File: src/hdl/hmtp_pkg.sv
// ----------------------------------------------------------------------------
// hmtp_pkg
// Shared types and constants of the triangular-probe hash map.
// ----------------------------------------------------------------------------
package hmtp_pkg;

    localparam int KEY_W   = 32;
    localparam int PROBE_W = 12;
    localparam int MODE_W  = 2;
    localparam int HASH_W  = 31;

    localparam logic [PROBE_W-1:0] PROBE_MAX = '1;

    localparam logic [MODE_W-1:0] MODE_MURMUR   = 2'd0;
    localparam logic [MODE_W-1:0] MODE_XORSHIFT = 2'd1;
    localparam logic [MODE_W-1:0] MODE_IDENTITY = 2'd2;

    localparam logic [KEY_W-1:0] MIX_C1 = 32'd2246822507;
    localparam logic [KEY_W-1:0] MIX_C2 = 32'd3266489909;

    localparam logic [0:0] OP_SET = 1'b0;
    localparam logic [0:0] OP_GET = 1'b1;

    typedef logic [KEY_W-1:0] t_word;

endpackage

File: src/hdl/hmtp_hash.sv
// ----------------------------------------------------------------------------
// hmtp_hash
// Key mixer with one shared 32x32 multiplier, used twice for the murmur mix.
// ----------------------------------------------------------------------------
module hmtp_hash
    import hmtp_pkg::*;
(
    input  logic              i_clk,
    input  logic              i_rst_n,
    input  logic              i_start,
    input  logic [MODE_W-1:0] i_mode,
    input  t_word             i_key,
    output logic              o_done,
    output logic [HASH_W-1:0] o_hash
);

    localparam logic [1:0] H_IDLE = 2'd0;
    localparam logic [1:0] H_M1   = 2'd1;
    localparam logic [1:0] H_M2   = 2'd2;

    logic [1:0] r_state, n_state;
    t_word      r_h, n_h;
    logic       r_done, n_done;
    t_word      w_mul_b, w_prod;

    assign w_mul_b = (r_state == H_M1) ? MIX_C1 : MIX_C2;
    assign w_prod  = r_h * w_mul_b;

    always_comb begin
        n_state = r_state;
        n_h     = r_h;
        n_done  = 1'b0;
        unique case (r_state)
            H_IDLE: begin
                if (i_start) begin
                    if (i_mode == MODE_MURMUR || i_mode == MODE_XORSHIFT) begin
                        n_h = i_key ^ (i_key >> 16);
                    end else begin
                        n_h = i_key;
                    end
                    if (i_mode == MODE_MURMUR) begin
                        n_state = H_M1;
                    end else begin
                        n_done = 1'b1;
                    end
                end
            end
            H_M1: begin
                n_h     = w_prod ^ (w_prod >> 13);
                n_state = H_M2;
            end
            H_M2: begin
                n_h     = w_prod ^ (w_prod >> 16);
                n_done  = 1'b1;
                n_state = H_IDLE;
            end
            default: n_state = H_IDLE;
        endcase
    end

    always_ff @(posedge i_clk) begin
        if (!i_rst_n) begin
            r_state <= H_IDLE;
            r_done  <= 1'b0;
        end else begin
            r_state <= n_state;
            r_done  <= n_done;
        end
        r_h <= n_h;
    end

    assign o_done = r_done;
    assign o_hash = r_h[HASH_W-1:0];

endmodule

File: config.mk
export PLATFORM = sky130hd
export DESIGN_NAME = hmtp_hash
export DESIGN_NICKNAME = d
export VERILOG_FILES = /design/src/hdl/hmtp_pkg.sv /design/src/hdl/hmtp_hash.sv
export SDC_FILE = /design/constraint.sdc
export NUM_CORES = 1
export LEC_CHECK = 0
export BUFFER_PORTS_ARGS = -buffer_cell sky130_fd_sc_hd__buf_4
export CAP_MARGIN = 20
export CORE_ASPECT_RATIO = 0.6
export CORE_MARGIN = 2
export CORE_UTILIZATION = 43
export CTS_CLUSTER_DIAMETER = 60
export DETAILED_ROUTE_END_ITERATION = 10
export GPL_ROUTABILITY_DRIVEN = 0
export SLEW_MARGIN = 20
export SYNTH_ARGS = -nofsm -noshare
export SYNTH_HDL_FRONTEND = slang
export SYNTH_SLANG_ARGS = --single-unit
File: constraint.sdc
create_clock -name i_clk -period 11.3 [get_ports i_clk]
set_input_delay 1.13 -clock i_clk [delete_from_list [all_inputs] [get_ports i_clk]]
set_output_delay 1.13 -clock i_clk [all_outputs]
set_load 0.005 [all_outputs]
* Word-level counts from Yosys, hierarchy flattened
Index checks and enable logic that the tools add are counted.
Storage, ports and cells: register bits 35, output and inout bits 32
Operators by class: multiply operators 1, eq/ne operators 5, mux-type cells 10, bitwise logic cells 3, reduce and logical (&&, ||, !) cells 6
Operators with widths (number):
- case mux 32 bit (3 select lines) | 1
- two-way mux 32 bit | 2
- XOR 32 x 16 -> 32 bit | 2
- multiplier 32 x 32 -> 32 bit | 1
- XOR 32 x 19 -> 32 bit | 1
- two-way mux 31 bit | 1
- equality test 2 x 1 -> 1 bit, second input constant | 2
- zero test 2 bit | 2
- two-way mux 2 bit | 2
- inequality test 2 bit, second input constant | 2
- case mux 2 bit (2 select lines) | 1
- AND reduction 2 bit | 2
- nonzero test 3 bit | 1
- equality test 2 bit, second input constant | 1
- two-way mux 1 bit | 2
- case mux 1 bit (2 select lines) | 1
- logical OR 1 bit | 1

* Logic depth before layout (Yosys ltp)
Gate-level depths: netlist (run 1).
depth in word-level cells 5, depth in mapped cells 33, gate-level depth less buffers 29

* Least setup slack after synthesis (run 1)
No wires, ideal clock.
path type reg2reg, start point register r_state[1], end point register r_h[15] (data pin), setup time 0.261 ns, arrival 8.410 ns, data required time 11.039 ns, slack 2.629 ns, stages on the path, launching flop included 33, path buffers 5, cell sequence dfxtp_1 > inv_1 > ha_1 > clkbuf_1 > clkbuf_1 > clkbuf_1 > clkbuf_1 > clkbuf_1 > nand2_1 > inv_1 > ha_1 > fa_1 > fa_1 > inv_1 > fa_1 > inv_1 > fa_1 > inv_1 > fa_1 > inv_1 > fa_1 > fa_1 > ha_1 > and4_1 > or4b_1 > a211o_1 > a21oi_2 > nor4_1 > o31ai_2 > a21oi_2 > xnor2_4 > xnor2_1 > a221o_1
On the way: longest elaborated chain between the ends 5
RTL lines:
- start, declared | RTL line hmtp_hash.sv:21 | logic [1:0] r_state, n_state;
- start signal, assigned | RTL line hmtp_hash.sv:66 | r_state <= n_state;
- equality test 2 x 1 -> 1 bit | RTL line hmtp_hash.sv:26, hmtp_hash.sv:33
- two-way mux 31 bit | RTL line hmtp_hash.sv:26 | assign w_mul_b = (r_state == H_M1) ? MIX_C1 : MIX_C2;
- multiplier 32 x 32 -> 32 bit | RTL line hmtp_hash.sv:27 | assign w_prod = r_h * w_mul_b;
- XOR 32 x 16 -> 32 bit / XOR 32 x 19 -> 32 bit (equally long branches) | RTL line hmtp_hash.sv:53, hmtp_hash.sv:49
- case mux 32 bit (3 select lines) (*) | RTL line hmtp_hash.sv:33 | unique case (r_state)
- named net n_h[15] | RTL line hmtp_hash.sv:22 | t_word r_h, n_h;
- end signal, assigned | RTL line hmtp_hash.sv:69 | r_h <= n_h;
- end, declared | RTL line hmtp_hash.sv:22
Mark *: on every way through the listed nets, which the timed path passes. The rest lies on a longest branch. A chain may end at the register's enable or synchronous reset.

* Final worst setup path (run 1)
Ends and elaborated chain as after synthesis.

==> metrics.csv, run 1 <==
metric,value,unit
Routed Antenna Nets,0,
pin count of the biggest net entering global routing,46,
post-CTS setup repair buffer count,0,
die width,239,µm
Overall Global Routing Usage,27.2,%
cell count after synthesis,1480,
# rows,51,
Max stage delay on crit path,530,ps
worst r2r path cells,28,
Fmax,114,MHz
crit path time final,8790,ps
worst skew pair latency,280,ps
DRT iter0 DRCs,1078,
TritonCTS clock tree,done,
Routed wire per std cell,23.5,µm
global-route wire length before repair,69.1,mm
CTS Buf Count,5,
top-count cell post-synth,inv_1,
Clock Skew,5.99,ps
die height,145,µm
crit-path max FO,33,
initial antenna violation count,0,
Clock Sinks,35,
Layout Nets,1977,
"FF+latch count, synth",35,
detailed-route DRC error count,0,
Setup Crit Path Kind,register to register,
Vias/cell,5.31,
CTS Root Cell,clkbuf_16,
Pre-antenna DRT Iters,5,
crit path DAT,8820,ps
final worst setup slack,2510,ps
Initial Utilization,43.8,%
"Slew Viols, Final",0,
Post-Syn Area,14300,µm²
"Hold Vio Cnt, Final",0,
status,finished clean,
share of cells above drive strength 1,8.70,%
Hold Crit Class,register to register,
GRT Residual Overflow,0,
die area,34800,µm²
Rel. slew slack,30.7,%
Post-CTS Hold Fix Bufs,0,
RSZ-0062 raised after global routing,no,
CORE AREA,32600,µm²
Port Buf Inserts,68,
Worst setup EP type,register,
Max Cap Violations,0,
Resize count post-CTS,0,
vias in the first global route,10500,
"FFs w/ async S/R, synth",0,%
Synth Warn #,0,
"worst slack, placed",2650,ps
Post-synth top cells,"inv_1, fa_1, ha_1",
Area contributors post-synth,"fa_1, ha_1, inv_1",
main flop type after synthesis,edfxtp_1,
Tcrit/Tclk final,77.8,%
Worst Hold Depth,2,
"EDFF count, synth",32,
post-synth top area share,36.8,%
Mapped Nets,1976,
post-synthesis cell type count,61,
Antenna diodes,0,
Mapped Avg Cell Area,9.66,µm²
CP required,11330,ps
hpwl dp,40.2,mm
"Seq/Total Area, Yosys",7.14,%
via count,10300,
Slowest cell on crit path,fa_1,
DRT Wirelength,45.5,mm
setup tns final,0,ps
Max clock buf depth,2,
top cell type by total area after synthesis,fa_1,
"CTS clk-pin slew, worst paths",60,ps
H-Tree Depth,2,
worst slew pin tran,1040,ps
Layout area overhead,6.34,%
crit-path most repeated cell,fa_1,
final setup fails,0,
nature of the critical path startpoint,register,
Top Ports,69,
[flip-flops by register name, summed over array words and instances (netlist names)]
register and flops:
o_done 1, r_h 32, r_state 2
[final timing paths]
check / to / slack [ps] / startpoint
setup / recovery: r_h[15] / 2510 / r_state[1]
hold / removal: r_state[0] / 520 / r_state[0]
setup reg to reg: r_h[15] / 2510 / r_state[1]
hold reg to reg: r_state[0] / 520 / r_state[0]
[cell type report]
| type | count | area [µm²] |
|---|---|---|
| Clock inverter | 3 | 42.5 |
| Sequential cell | 35 | 1020 |
| Fill cell | 3107 | 17400 |
| Inverter | 319 | 1200 |
| Multi-Input combinational cell | 1037 | 11600 |
| Clock buffer | 5 | 125 |
| Timing Repair Buffer | 83 | 623 |
| Tap cell | 450 | 563 |
[metrics by stage]
step	cell area, µm²	std cells	hold WS (ps)	utilization, %
after CTS	15200	1932	523	46.6
final	15200	1932	525	46.6
after floorplan	14300	1480	476	-
after global placement	15000	1924	504	46.1
after detailed placement	15000	1924	514	46.1
after global routing	15200	1932	582	46.6
[routing by layer]
layer	wire length (µm)	share of wire (%)	GRT usage (%)
met1	22800	50	45.8
met2	17200	38	35.0
met5	0	0	0
met4	383	0.84	2.53
met3	5140	11	6.49
[cells by family (layout without fill, tap and decap cells)]
kind of cell | count (synthesis) | in the layout | synth area share (%)
AND/OR/NAND/NOR | 262 | 262 | 9.42
XOR/XNOR | 170 | 170 | 10.6
buffers and inverters | 408 | 410 | 11.5
flip-flops | 35 | 35 | 7.14
other | 2 | 2 | 0.0525
AO/OA/AOI/OAI | 144 | 144 | 7.23
adder cells (fa/ha/maj) | 459 | 459 | 54.0
[critical path, delay by kind of cell (launching register included)]
family,cells,cell delay (ps)
adders and majority gates,10,3930
AOI/OAI and AO/OA,5,1200
buffers and inverters,5,880
xor gates and xnor gates,3,720
and+or+nand+nor,5,1430
DFF,1,330
[cells in the final DEF, fill, tap and decap left out, types with 10 or more instances in the layout]
cell type,Yosys,layout
and3_1,19,19
fa_1,263,263
ha_1,196,195
o21ai_0,27,26
edfxtp_1,32,32
a21o_1,12,12
a21oi_1,26,26
nand2b_1,14,14
o21a_1,10,10
and2_1,33,33
inv_1,318,318
nor2_1,53,53
xor2_1,40,40
or2_2,24,24
nand2_1,62,62
buf_4,31,83
xnor2_1,128,128
nor2b_1,28,28
Power of run 1 is left out: the tool's default activity adds up to more than one toggle a clock period on the data nets, which glitch-free logic cannot reach.
==> inputs of run 2 (changes only) <==
Clock period 11.3 ns to 7.5 ns, I/O delays scaled along.
==> run 2 against run 1 <==
Against the previous run:
- first-iteration DRC count shrank 12%
- largest cell class unchanged
- maximum frequency grew 14%
- critical path depth shrank 2
- routed wire length grew 7.4%
- the flow now finishes with violations (negative setup slack)
- sequential share of layout area shrank 0.90 points
- critical endpoint unchanged
- clock skew shrank 1.4 ps
- clock-buffer cell count is the same
- via count grew 8.2%
- global-route usage grew 1.8 points
- worst setup slack lost 2800 ps
- die area is the same
==> metrics.csv, run 2 (same netlist as run 1, synthesis figures left out) <==
metric,value,unit
status,"finished, violations left",
failing checks,negative setup slack,
register area,1020,µm²
Rel. slew slack,37.5,%
"Slew Viols, Final",0,
fin util,54.0,%
die height,145,µm
Max Cap Violations,0,
detailed-route DRC error count,0,
worst skew pair latency,290,ps
crit-path max FO,5,
Layout Nets,2204,
final std cells w/o fill,2159,
CP required,7540,ps
Hold Crit Class,register to register,
via count,11100,
r2r startpoint,r_state[1],
most frequent cells in the layout,"inv_1, buf_4, fa_1",
# rows,51,
initial antenna violation count,1,
area of the multi-input gates,12300,µm²
TritonCTS clock tree,done,
launch point of the worst hold path,r_state[0],
"worst slack, placed",-329,ps
Overall Global Routing Usage,29.0,%
die area,34800,µm²
nature of the critical path startpoint,register,
Vias/cell,5.14,
DRT Wirelength,48.8,mm
Clock Skew,4.58,ps
share of cells above drive strength 1,26.5,%
Max stage delay on crit path,550,ps
DRT iter0 DRCs,945,
Antenna diodes,0,
worst slew pin tran,937,ps
GRT Residual Overflow,0,
Pre-antenna DRT Iters,5,
Clock Sinks,35,
Routed wire per std cell,22.6,µm
Max clock buf depth,2,
final worst setup slack,-240,ps
Buf/Inv on CP,4,
crit-path most repeated cell,fa_1,
die width,239,µm
Slowest cell on crit path,fa_1,
"Hold Vio Cnt, Final",0,
Routed Antenna Nets,0,
max reg flops,32,
Tcrit/Tclk final,103,%
Setup Crit Path Kind,register to register,
H-Tree Depth,2,
"most common cell after layout, fill and taps aside",inv_1,
post-place instance area,16800,µm²
final setup fails,18,
Initial Utilization,43.8,%
Worst setup EP type,register,
crit path time final,7740,ps
Worst setup startpoint,r_state[1],
vias in the first global route,11700,
"Most flops, register",r_h,
pin count of the biggest net entering global routing,29,
global-route wire length before repair,73.1,mm
CORE AREA,32600,µm²
CTS Root Cell,clkbuf_16,
CTS Buf Count,5,
final cell area excluding filler cells,17600,µm²
dpl cells,2138,
Top Ports,69,
Port Buf Inserts,68,
Layout area overhead,23.1,%
Fmax,129,MHz
RSZ-0062 raised after global routing,yes,
"CTS clk-pin slew, worst paths",60,ps
hpwl dp,43.8,mm
Crit path max-delay family,adder cells,
Layout fillers,2917,
crit path DAT,7780,ps
[run 2: worst register-to-register path, cell delays in order, from the launching register on]
cell,delay [ps]
dfxtp_2,330
inv_2,50
ha_4,210
buf_8,160
and2_4,140
or2_4,250
ha_4,260
fa_1,420
fa_1,510
inv_2,50
fa_1,550
inv_1,60
fa_1,490
fa_1,420
fa_1,530
fa_2,530
ha_4,310
and4_4,220
or4b_4,450
a211o_1,290
a21oi_2,200
nor4_4,60
o31ai_2,250
a21oi_2,120
xnor2_4,160
xnor2_1,150
a221o_1,310
[run 2: worst paths after layout]
check / to / slack [ps] / depth (start not counted)
worst min-delay path: r_state[0] / 550 / 2
worst max-delay path: r_h[15] / -240 / 26
worst max register to register: r_h[15] / -240 / 26
worst min register to register: r_state[0] / 550 / 2
[run 2: what timing repair did]
action,4_1_cts,5_1_grt
setup endpoints to repair,20,31
pin swaps,35,30
setup buffers,11,5
hold buffers,0,0
resized for setup,54,69
[run 2: layout make-up]
cell class / instances / area share [%]
flip-flops and latches: 35 / 5.82
multi-input cells: 1037 / 69.6
repair buffers: 310 / 13.7
well taps: 450 / 3.20
clock buffers: 5 / 0.711
clock inverters: 3 / 0.135
inverters: 319 / 6.81
[run 2: metrics by stage]
stage | hold WS, ps | TNS [ps]
6_report | 550 | -1570
3_3_place_gp | 543 | -1250
4_1_cts | 546 | -595
2_1_floorplan | 482 | -709
5_1_grt | 581 | -5320
3_5_place_dp | 562 | -2720
[run 2: routing by layer]
layer,wire length (µm),up-vias,global-route usage [%]
li1,-,5021,-
met1,21700,5480,43.4
met3,8010,27,14.8
met4,448,2,2.94
met2,18500,577,37.4
met5,122,-,2.60
Power of run 2 is left out for the same reason.
